File: src/rtl/fcs_pkg.sv
// Shared constants and types for the fire cell shader.
package fcs_pkg;

  // Largest grid, in cells, that still produces output.
  localparam int unsigned MAX_CELLS = 1024;

  // Widths of the configuration port.
  localparam int unsigned CFG_DATA_W = 11;
  localparam int unsigned CFG_IDX_W  = 2;

  // Values the configuration registers take after reset.
  localparam logic [10:0] GRID_WIDTH_RST    = 11'd16;
  localparam logic [10:0] GRID_HEIGHT_RST   = 11'd16;
  localparam logic [7:0]  COOLING_GAIN_RST  = 8'd64;
  localparam logic        REVERSE_STRIP_RST = 1'b0;

  // Configuration register indexes.
  typedef enum logic [CFG_IDX_W-1:0] {
    REG_GRID_WIDTH    = 2'd0,
    REG_GRID_HEIGHT   = 2'd1,
    REG_COOLING_GAIN  = 2'd2,
    REG_REVERSE_STRIP = 2'd3
  } cfg_reg_t;

  // Colour wheel sectors, one sixth of the hue circle each.
  typedef enum logic [2:0] {
    SEC_RED_YELLOW    = 3'd0,
    SEC_YELLOW_GREEN  = 3'd1,
    SEC_GREEN_CYAN    = 3'd2,
    SEC_CYAN_BLUE     = 3'd3,
    SEC_BLUE_MAGENTA  = 3'd4,
    SEC_MAGENTA_RED   = 3'd5
  } sector_t;

endpackage

File: src/rtl/fcs_hsv.sv
// Two-stage HSV to RGB conversion with a fixed saturation of 255/256.
module fcs_hsv import fcs_pkg::*; (
  input  logic       clk,
  input  logic [7:0] val,
  input  logic [7:0] hue,
  output logic [7:0] red,
  output logic [7:0] green,
  output logic [7:0] blue
);

  logic [10:0] h6;
  logic [7:0]  fr;
  logic [15:0] fr255;
  logic [15:0] vm_c;
  logic [16:0] kq_c;
  logic [15:0] kt_c;

  logic [15:0] a_vm;
  logic [16:0] a_kq;
  logic [15:0] a_kt;
  sector_t     a_sec;

  logic [32:0] q_prod;
  logic [31:0] t_prod;
  logic [7:0]  ch_v;
  logic [7:0]  ch_p;
  logic [7:0]  ch_q;
  logic [7:0]  ch_t;

  // Split the hue into a sector and a fraction, and form the channel weights.
  always_comb begin
    h6    = {3'b000, hue} * 11'd6;
    fr    = h6[7:0];
    fr255 = {fr, 8'h00} - {8'h00, fr};
    kq_c  = 17'h10000 - {1'b0, fr255};
    kt_c  = 16'd256 + fr255;
    vm_c  = {val, 8'h00} - {8'h00, val};
  end

  always_ff @(posedge clk) begin
    a_vm  <= vm_c;
    a_kq  <= kq_c;
    a_kt  <= kt_c;
    a_sec <= sector_t'(h6[10:8]);
  end

  // Scale the weights by value*255. The products stay below 255 * 2^24, so the
  // top byte needs no saturation. The p term is value*255*256 / 2^24, which is
  // always below one and therefore floors to zero.
  always_comb begin
    q_prod = {16'h0000, a_vm} * {16'h0000, a_kq};
    t_prod = {16'h0000, a_vm} * {16'h0000, a_kt};
    ch_v   = a_vm[15:8];
    ch_p   = 8'h00;
    ch_q   = q_prod[31:24];
    ch_t   = t_prod[31:24];
  end

  // Route the channels by sector into the output registers.
  always_ff @(posedge clk) begin
    case (a_sec)
      SEC_RED_YELLOW: begin
        red <= ch_v; green <= ch_t; blue <= ch_p;
      end
      SEC_YELLOW_GREEN: begin
        red <= ch_q; green <= ch_v; blue <= ch_p;
      end
      SEC_GREEN_CYAN: begin
        red <= ch_p; green <= ch_v; blue <= ch_t;
      end
      SEC_CYAN_BLUE: begin
        red <= ch_p; green <= ch_q; blue <= ch_v;
      end
      SEC_BLUE_MAGENTA: begin
        red <= ch_t; green <= ch_p; blue <= ch_v;
      end
      default: begin
        red <= ch_v; green <= ch_p; blue <= ch_q;
      end
    endcase
  end

endmodule

File: src/rtl/fire_cell_shader.sv
// Fire cell shader: blends, cools and colours one flame cell per transaction.
// Pipeline: a result reaches the output ports after the start transaction is taken,
// through four register stages (blend products, value and index, colour weights and
// mirroring, channel products and output registers).
// Throughput: one cell per clock; busy is always low and the receiver cannot stall.
// Reset: synchronous rst clears the stage valid bits and loads the register defaults.
module fire_cell_shader import fcs_pkg::*; (
  input  logic                  clk,
  input  logic                  rst,
  input  logic                  start,
  output logic                  busy,
  input  logic [9:0]            row,
  input  logic [9:0]            col,
  input  logic [7:0]            heat_here,
  input  logic [7:0]            heat_below,
  input  logic [7:0]            phase,
  input  logic [7:0]            cool_mask,
  input  logic [7:0]            hue,
  input  logic                  cfg_we,
  input  logic [CFG_IDX_W-1:0]  cfg_index,
  input  logic [CFG_DATA_W-1:0] cfg_data,
  output logic                  done,
  output logic [9:0]            led_index,
  output logic [7:0]            red,
  output logic [7:0]            green,
  output logic [7:0]            blue
);

  logic [10:0] grid_width;
  logic [10:0] grid_height;
  logic [7:0]  cooling_gain;
  logic        reverse_strip;

  logic        accept;

  logic [8:0]  phase_inv;
  logic [16:0] mix_a_c;
  logic [15:0] mix_b_c;
  logic [15:0] cool_c;
  logic [10:0] flip_c;
  logic [21:0] total_c;

  logic        s1_valid;
  logic        s1_in_grid;
  logic        s1_total_ok;
  logic [15:0] s1_mix_a;
  logic [15:0] s1_mix_b;
  logic [15:0] s1_cool;
  logic [9:0]  s1_flip;
  logic [9:0]  s1_total_lo;
  logic [9:0]  s1_col;
  logic [7:0]  s1_hue;

  logic [16:0] num_c;
  logic [17:0] cool4_c;
  logic [17:0] diff_c;
  logic [7:0]  val_c;
  logic [19:0] row_base_c;

  logic        s2_valid;
  logic [7:0]  s2_val;
  logic [7:0]  s2_hue;
  logic [9:0]  s2_idx;
  logic [9:0]  s2_total_lo;

  logic        s3_valid;
  logic [9:0]  s3_idx;

  // The pipeline takes a cell in every cycle.
  assign busy   = 1'b0;
  assign accept = start && !busy;

  // Configuration registers.
  always_ff @(posedge clk) begin
    if (rst) begin
      grid_width    <= GRID_WIDTH_RST;
      grid_height   <= GRID_HEIGHT_RST;
      cooling_gain  <= COOLING_GAIN_RST;
      reverse_strip <= REVERSE_STRIP_RST;
    end else if (cfg_we) begin
      case (cfg_reg_t'(cfg_index))
        REG_GRID_WIDTH:    grid_width    <= cfg_data;
        REG_GRID_HEIGHT:   grid_height   <= cfg_data;
        REG_COOLING_GAIN:  cooling_gain  <= cfg_data[7:0];
        REG_REVERSE_STRIP: reverse_strip <= cfg_data[0];
        default: ;
      endcase
    end
  end

  // Stage 1: blend and cooling products, grid checks and the flipped row.
  always_comb begin
    phase_inv = 9'd256 - {1'b0, phase};
    mix_a_c   = {8'h00, phase_inv} * {9'h000, heat_here};
    mix_b_c   = {8'h00, phase} * {8'h00, heat_below};
    cool_c    = {8'h00, cool_mask} * {8'h00, cooling_gain};
    flip_c    = grid_height - {1'b0, row} - 11'd1;
    total_c   = {11'h000, grid_width} * {11'h000, grid_height};
  end

  always_ff @(posedge clk) begin
    if (rst) begin
      s1_valid <= 1'b0;
    end else begin
      s1_valid <= accept;
    end
  end

  always_ff @(posedge clk) begin
    s1_mix_a    <= mix_a_c[15:0];
    s1_mix_b    <= mix_b_c;
    s1_cool     <= cool_c;
    s1_flip     <= flip_c[9:0];
    s1_total_lo <= total_c[9:0];
    s1_total_ok <= (total_c <= 22'(MAX_CELLS));
    s1_in_grid  <= ({1'b0, row} < grid_height) && ({1'b0, col} < grid_width);
    s1_col      <= col;
    s1_hue      <= hue;
  end

  // Stage 2: cooled value with clamping, and the forward LED index.
  always_comb begin
    num_c      = {1'b0, s1_mix_a} + {1'b0, s1_mix_b};
    cool4_c    = {s1_cool, 2'b00};
    diff_c     = {1'b0, num_c} - cool4_c;
    if ({1'b0, num_c} > cool4_c) begin
      val_c = (|diff_c[17:16]) ? 8'hFF : diff_c[15:8];
    end else begin
      val_c = 8'h00;
    end
    row_base_c = {10'h000, s1_flip} * {10'h000, grid_width[9:0]};
  end

  always_ff @(posedge clk) begin
    if (rst) begin
      s2_valid <= 1'b0;
    end else begin
      s2_valid <= s1_valid && s1_in_grid && s1_total_ok;
    end
  end

  always_ff @(posedge clk) begin
    s2_val      <= val_c;
    s2_hue      <= s1_hue;
    s2_idx      <= row_base_c[9:0] + s1_col;
    s2_total_lo <= s1_total_lo;
  end

  // Stage 3: mirror the index across the strip when requested.
  always_ff @(posedge clk) begin
    if (rst) begin
      s3_valid <= 1'b0;
    end else begin
      s3_valid <= s2_valid;
    end
  end

  always_ff @(posedge clk) begin
    s3_idx <= reverse_strip ? (s2_total_lo - 10'd1 - s2_idx) : s2_idx;
  end

  // Stage 4: output registers for the strobe and the index.
  always_ff @(posedge clk) begin
    if (rst) begin
      done <= 1'b0;
    end else begin
      done <= s3_valid;
    end
  end

  always_ff @(posedge clk) begin
    led_index <= s3_idx;
  end

  // Colour conversion runs alongside stages 3 and 4.
  fcs_hsv u_hsv (
    .clk   (clk),
    .val   (s2_val),
    .hue   (s2_hue),
    .red   (red),
    .green (green),
    .blue  (blue)
  );

`ifndef SYNTHESIS
  // Every result strobe traces back to an earlier accepted start transaction.
  a_done_has_source: assert property (@(posedge clk) disable iff (rst)
    done |-> $past(start && !busy, 4))
    else $error("result strobe without a matching start transaction");

  // A delivered index always lies inside the configured grid.
  a_index_in_grid: assert property (@(posedge clk) disable iff (rst)
    done |-> (22'(led_index) < ({11'h000, grid_width} * {11'h000, grid_height})))
    else $error("LED index outside the grid");

  // The first stage never lets a cell through when the grid is oversized.
  a_oversize_blocked: assert property (@(posedge clk) disable iff (rst)
    (s1_valid && !s1_total_ok) |=> !s2_valid)
    else $error("cell passed with an oversized grid");
`endif

endmodule
File: config.mk
export PLATFORM = sky130hd
export DESIGN_NAME = fire_cell_shader
export DESIGN_NICKNAME = d
export VERILOG_FILES = /design/src/rtl/fcs_pkg.sv /design/src/rtl/fcs_hsv.sv /design/src/rtl/fire_cell_shader.sv
export SDC_FILE = /design/constraint.sdc
export NUM_CORES = 2
export LEC_CHECK = 0
export BUFFER_PORTS_ARGS = -buffer_cell sky130_fd_sc_hd__buf_2
export CAP_MARGIN = 40
export CORE_ASPECT_RATIO = 1.4
export CORE_MARGIN = 1.5
export CORE_UTILIZATION = 50
export DETAILED_ROUTE_END_ITERATION = 6
export PLACE_DENSITY = 0.69
export SLEW_MARGIN = 15
export SYNTH_ARGS = -nofsm -noshare
export SYNTH_HDL_FRONTEND = slang
export SYNTH_SLANG_ARGS = --single-unit
File: constraint.sdc
create_clock -name clk -period 6 [get_ports clk]
set_input_delay 1.5 -clock clk [delete_from_list [all_inputs] [get_ports clk]]
set_output_delay 1.5 -clock clk [all_outputs]
set_load 0.01 [all_outputs]
==> Word-level counts from Yosys, hierarchy flattened <==
Cells that the tools add are included.
{ "classes": {"mul": 8, "add_sub_neg": 12, "eq_ne": 7, "order_cmp": 4, "mux": 5, "n_reduce_logical": 14} }
{ "op_table": {"columns": ["cell", "n"], "rows": [
  ["$pmux 8 s3", 3],
  ["$mul 16x16->32", 1],
  ["$mul 16x17->32", 1],
  ["$mul 8x8->16", 2],
  ["$sub 16x8->16", 2],
  ["$le 22x11->1 const B", 1],
  ["$lt 10x11->1", 2],
  ["$mul 11x11->22", 1],
  ["$sub 10x1->10 const B", 2],
  ["$sub 10x10->10", 2],
  ["$gt 17x18->1", 1],
  ["$sub 17x18->18", 1],
  ["$add 16x16->17", 1],
  ["$sub 17x16->17 const A", 1],
  ["$add 9x16->16 const A", 1],
  ["$mul 9x8->16", 1],
  ["$add 10x10->10", 1],
  ["$mul 10x10->10", 1],
  ["$mul 8x2->10 const B", 1],
  ["$mux 10", 1],
  ["$reduce_or 2->1", 5],
  ["$sub 9x8->9 const A", 1],
  ["$mux 8", 1],
  ["$reduce_and 2->1", 4],
  ["8 further kinds", 12]
]} }
{ "word_totals": {"elab_cells": 80, "input_bits": 77, "reg_bits": 255, "out_inout_bits": 36} }

==> Depth between registers and ports, before layout <==
{ "logic_depth": {"word_depth": 4, "mapped_depth": 26, "depth_no_buf": 24} }

==> Modules after synthesis <==
Synthesis repeated with hierarchy kept, for this count alone.
{ "unflattened": {"hier_cells": 4179, "area_unflattened_um2": 37367.1} }
{ "modules_own_cells": {"columns": ["module", "seq_area_each_um2", "cells_per_inst", "area_per_inst_um2", "n_inst"], "rows": [
  ["fire_cell_shader", 3583.4, 2073, 18716.7, 1],
  ["fcs_hsv", 1461.4, 2106, 18650.4, 1]
]} }

==> Least setup slack after synthesis <==
OpenSTA, ideal clock, no wires.
{ "synth_timing": {"path_type": "input -> register", "from": "input port phase[1]", "to": "register s1_mix_a[13]", "slack_ns": -0.218, "path_buffers": 1, "t_required_ns": 5.882, "setup_ns": 0.118, "t_arrival_ns": 6.100, "cell_stages": 22, "path_cell_list": "clkbuf_1 -> inv_1 -> ha_1 -> nand2_1 -> xor2_1 -> nand2_1 -> fa_1 -> fa_1 -> inv_1 -> fa_1 -> inv_1 -> fa_1 -> inv_1 -> ha_1 -> a21boi_0 -> o21ai_0 -> a21boi_0 -> o21ai_0 -> a21boi_0 -> o21ai_0 -> nor2b_1 -> xnor2_1"} }
{ "synth_via": {"elab_chain_len": 2} }
{ "synth_lines": {"columns": ["element", "line_no", "text"], "rows": [
  ["start, declared", "fire_cell_shader.sv:16", "input logic [7:0] phase,"],
  ["$sub 9x8->9", "fire_cell_shader.sv:93", "phase_inv = 9'd256 - {1'b0, phase};"],
  ["$mul 9x8->16", "fire_cell_shader.sv:94", "mix_a_c = {8'h00, phase_inv} * {9'h000, heat_here};"],
  ["net mix_a_c[13]", "fire_cell_shader.sv:37", "logic [16:0] mix_a_c;"],
  ["end signal, assigned", "fire_cell_shader.sv:110", "s1_mix_a <= mix_a_c[15:0];"],
  ["end, declared", "fire_cell_shader.sv:46", "logic [15:0] s1_mix_a;"]
]} }
The timed path passes the listed nets, and every way through them passes these cells.
A chain may end at the register's enable or synchronous reset.

==> Worst setup path after layout <==
{ "layout_timing": {"from": "register u_hsv.a_vm[12]", "to": "register u_hsv.red[4]"} }
{ "layout_via": {"elab_chain_len": 2, "word_cells_on_any_way": 3, "cone_classes": "mul (2); mux (1)"} }
{ "layout_lines": {"columns": ["element", "line_no", "text"], "rows": [
  ["start, declared", "fcs_hsv.sv:18", "logic [15:0] a_vm;"],
  ["start signal, assigned", "fcs_hsv.sv:41", "a_vm <= vm_c;"],
  ["$mul 16x17->32 or $mul 16x16->32 (tied branches)", "fcs_hsv.sv:51, fcs_hsv.sv:52", null],
  ["$pmux 8 s3 *", "fcs_hsv.sv:61", "case (a_sec)"],
  ["end signal, assigned", "fcs_hsv.sv:63", "red <= ch_v; green <= ch_t; blue <= ch_p;"],
  ["end signal, assigned", "fcs_hsv.sv:66", "red <= ch_q; green <= ch_v; blue <= ch_p;"],
  ["end signal, assigned", "fcs_hsv.sv:69", "red <= ch_p; green <= ch_v; blue <= ch_t;"],
  ["end, declared", "fcs_hsv.sv:6", "output logic [7:0] red,"]
]} }
Every way passes the cells marked *; elsewhere a longest branch is shown, timed or not.

==> impl_metrics.tcl <==
set metrics [dict create \
    ios 113 \
    multi_input_area_sq_mm 0.0282 \
    arrival_ns 6.54 \
    die_y_um 323 \
    viasPerCell 5.17 \
    post-route-min-period_ns 6.06 \
    cts_root_buf "clkbuf_16" \
    fin_setup_tns_ns -0.305 \
    die_x_um 231 \
    worstHoldPathType "flop to flop" \
    fmax_mhz 165 \
    max-cap-violations 0 \
    cts.sinks 252 \
    ys_seq_elements 252 \
    drv_slew 0 \
    worstMarginPinSlew_ns 0.828 \
    violations "negative setup slack" \
    slew_headroom_pct 44.6 \
    finalSetupViolCount 10 \
    placed_area_sq_mm 0.0399 \
    crit_path_start_kind "flop" \
    async_flop_share_pct 0 \
    n_antenna_cell 0 \
    synth_seq_area_share_pct 13.8 \
    core-area_sq_mm 0.0725 \
    drc 0 \
    cp.required_ns 6.49 \
    antenna_found_initial 3 \
    synth_top_area_share_pct 32.9 \
    clock_latency_ns 0.60 \
    wl_per_cell_um 16.9 \
    tritoncts "built" \
    path_clk_slew_ns 0.07 \
    syn-mean-instance-area_sq_um 8.97 \
    synth_edf_count 0 \
    io_buffer_count 111 \
    synth_top_cell_by_area "fa_1" \
    synth-warning-count 0 \
    grt_usage_pct 24.9 \
    row_count 117 \
    worst_r2r_path_depth 24 \
    firstDrtPassIters 6 \
    grt_pass1_wl_um 148000 \
    hp-start "s3_idx[8]" \
    drt_wl_total_um 89500 \
    final_cell_mix "851 x inv_1, 592 x fa_1, 549 x nand2_1" \
    drive_above_1_share_pct 13.2 \
    area.sequential_sq_mm 0.00511 \
    cts_buffers 30 \
    dr.first_iter.drc_count 1339 \
    regToRegSetupSlack_ns -0.06 \
    vias 27500 \
    worst_clock_skew_ns 0.0172 \
    synth.area.top_cells "fa_1 33%, ha_1 16%, dfxtp_1 14%, inv_1 8.9%, and2_1 6.2%" \
    syn_to_final_growth_pct 14.6 \
    cts_hold_buffers 0 \
    grt_start_max_net_pins 36 \
    rsz0062_at_grt "true" \
    nNetsFinal 5484 \
    critPathKind "flop to flop" \
    finalCritPeriodShare_pct 101 \
    final-hold-violation-count 0 \
    overflow 0 \
    dpl.hpwl_um 74600 \
    fillCellCount 6343 \
    synth_ff_type "dfxtp_1" \
    final_common_cell "inv_1" \
    drtAntennaViolNets 0 \
    setup_ws_ns -0.0557 \
    status "finished, violations left" \
    start_util_pct 50.3 \
    clk_path_buf_depth 3 \
    synthCells 4067 \
    startpoint "u_hsv.a_vm[12]" \
    fin_area_sq_mm 0.0418 \
    cp-end-kind "flop" \
    yosysUniqueCellTypes 84 \
    path_max_fanout 7 \
    grt_pass1_vias 29800 \
    die_area_sq_mm 0.0746 \
    synthesis.nets 5220 \
    gp_congestion 0.903 \
    endpoint "u_hsv.red[4]" \
    reg2reg_from "u_hsv.a_vm[12]" \
    netlist_area_sq_mm 0.0365 \
    htreeDepth 1 \
    reg2reg_to "u_hsv.red[4]" \
]
[per-layer routing]
layer  vias to the layer above  wire, um  track usage [%]
li1                      12900         -                -
met1                     13700     32800             27.6
met2                       656     48500             47.2
met3                       207      4030             3.12
met4                         0      4130             11.1
met5                         -         0                0
[worst min path at each step]
stage | endpoint | slack [ns] | cells past startpoint
6_report | led_index[8] | 0.33 | 0
4_1_cts | s2_hue[6] | 0.33 | 0
5_1_grt | led_index[0] | 0.33 | 0
3_5_place_dp | led_index[8] | 0.31 | 0
3_3_place_gp | led_index[9] | 0.31 | 0
2_1_floorplan | led_index[0] | 0.31 | 0
[sequential cells by signal, summed over array words and instances, names as in the netlist, 11 cells and up]
signal	flops
s1_mix_a	16
s1_cool	16
s1_mix_b	16
u_hsv.a_kt	14
u_hsv.a_kq	16
u_hsv.a_vm	16
grid_height	11
grid_width	11
[layout make-up]
cell class | count | share of cell area [%]
Sequential cell | 252 | 12.2
Clock buffer | 38 | 1.99
Multi-Input combinational cell | 2806 | 67.5
Timing Repair Buffer | 380 | 7.10
Inverter | 861 | 7.73
Clock inverter | 17 | 0.590
Tap cell | 952 | 2.85
[worst max-delay path, cell delays in order, from the launching register on]
cell,delay [ns]
dfxtp_4,0.35
buf_6,0.13
and2_4,0.14
fa_1,0.54
inv_2,0.04
fa_1,0.51
inv_2,0.04
fa_1,0.59
fa_2,0.46
fa_1,0.48
inv_1,0.04
fa_1,0.48
inv_1,0.05
ha_1,0.27
and3_4,0.19
a221oi_4,0.29
a2bb2oi_2,0.17
o211ai_1,0.09
buf_4,0.17
nand3_4,0.10
nand2b_4,0.09
xor2_4,0.16
a22o_1,0.18
a222oi_1,0.30
inv_1,0.07
[cell usage after synthesis (5+ instances only)]
| library cell | instances |
|---|---|
| inv_1 | 860 |
| fa_1 | 599 |
| nand2_1 | 552 |
| ha_1 | 477 |
| and2_1 | 361 |
| dfxtp_1 | 252 |
| nor2_1 | 162 |
| clkbuf_1 | 142 |
| xnor2_1 | 116 |
| a21oi_1 | 100 |
| o21ai_0 | 64 |
| xor2_1 | 39 |
| a21o_1 | 31 |
| nor3_1 | 28 |
| nor2b_1 | 24 |
| nand3_1 | 21 |
| o21bai_1 | 16 |
| mux2i_1 | 15 |
| nand2b_1 | 12 |
| nand4_1 | 12 |
| a21boi_0 | 10 |
| a22oi_1 | 10 |
| and3_1 | 10 |
| o21ai_1 | 10 |
| a222oi_1 | 9 |
| o21a_1 | 9 |
| or3_1 | 9 |
| a211oi_1 | 6 |
| a31oi_1 | 6 |
| a32oi_1 | 6 |
| a22o_1 | 5 |
| nor4_1 | 5 |
| o211ai_1 | 5 |
[repair_timing]
| action | 4_1_cts | 5_1_grt |
|---|---|---|
| endpoints found under the setup margin | 24 | 25 |
| setup buffers | 9 | 10 |
| resized for setup | 94 | 75 |
| pin swaps | 33 | 57 |
[cell families (layout without fill, tap and decap cells)]
family	after synthesis	in the layout	share of synthesized area (%)
adder cells (fa/ha/maj)	1076	1076	49.2
XOR/XNOR	158	158	3.89
multiplexers	17	17	0.473
flip-flops	252	252	13.8
AND/OR/NAND/NOR	1219	1219	16.0
other	1	1	0.0103
buffers and inverters	1009	1296	10.4
AO/OA/AOI/OAI	335	335	6.17
[stage by stage]
stage          cells  util, %  hold slack, ns  setup slack, ns
2_1_floorplan   4067        -           0.310          -0.0202
3_3_place_gp    5232     55.0           0.311           -0.353
3_5_place_dp    5234     55.1           0.313           -0.461
4_1_cts         5298     57.2           0.327          -0.0925
5_1_grt         5306     57.7           0.331           -0.314
6_report        5306     57.7           0.325          -0.0557
Power is not shown: default switching activity piles up to over one toggle a cycle in this logic, so the estimate is an artifact.
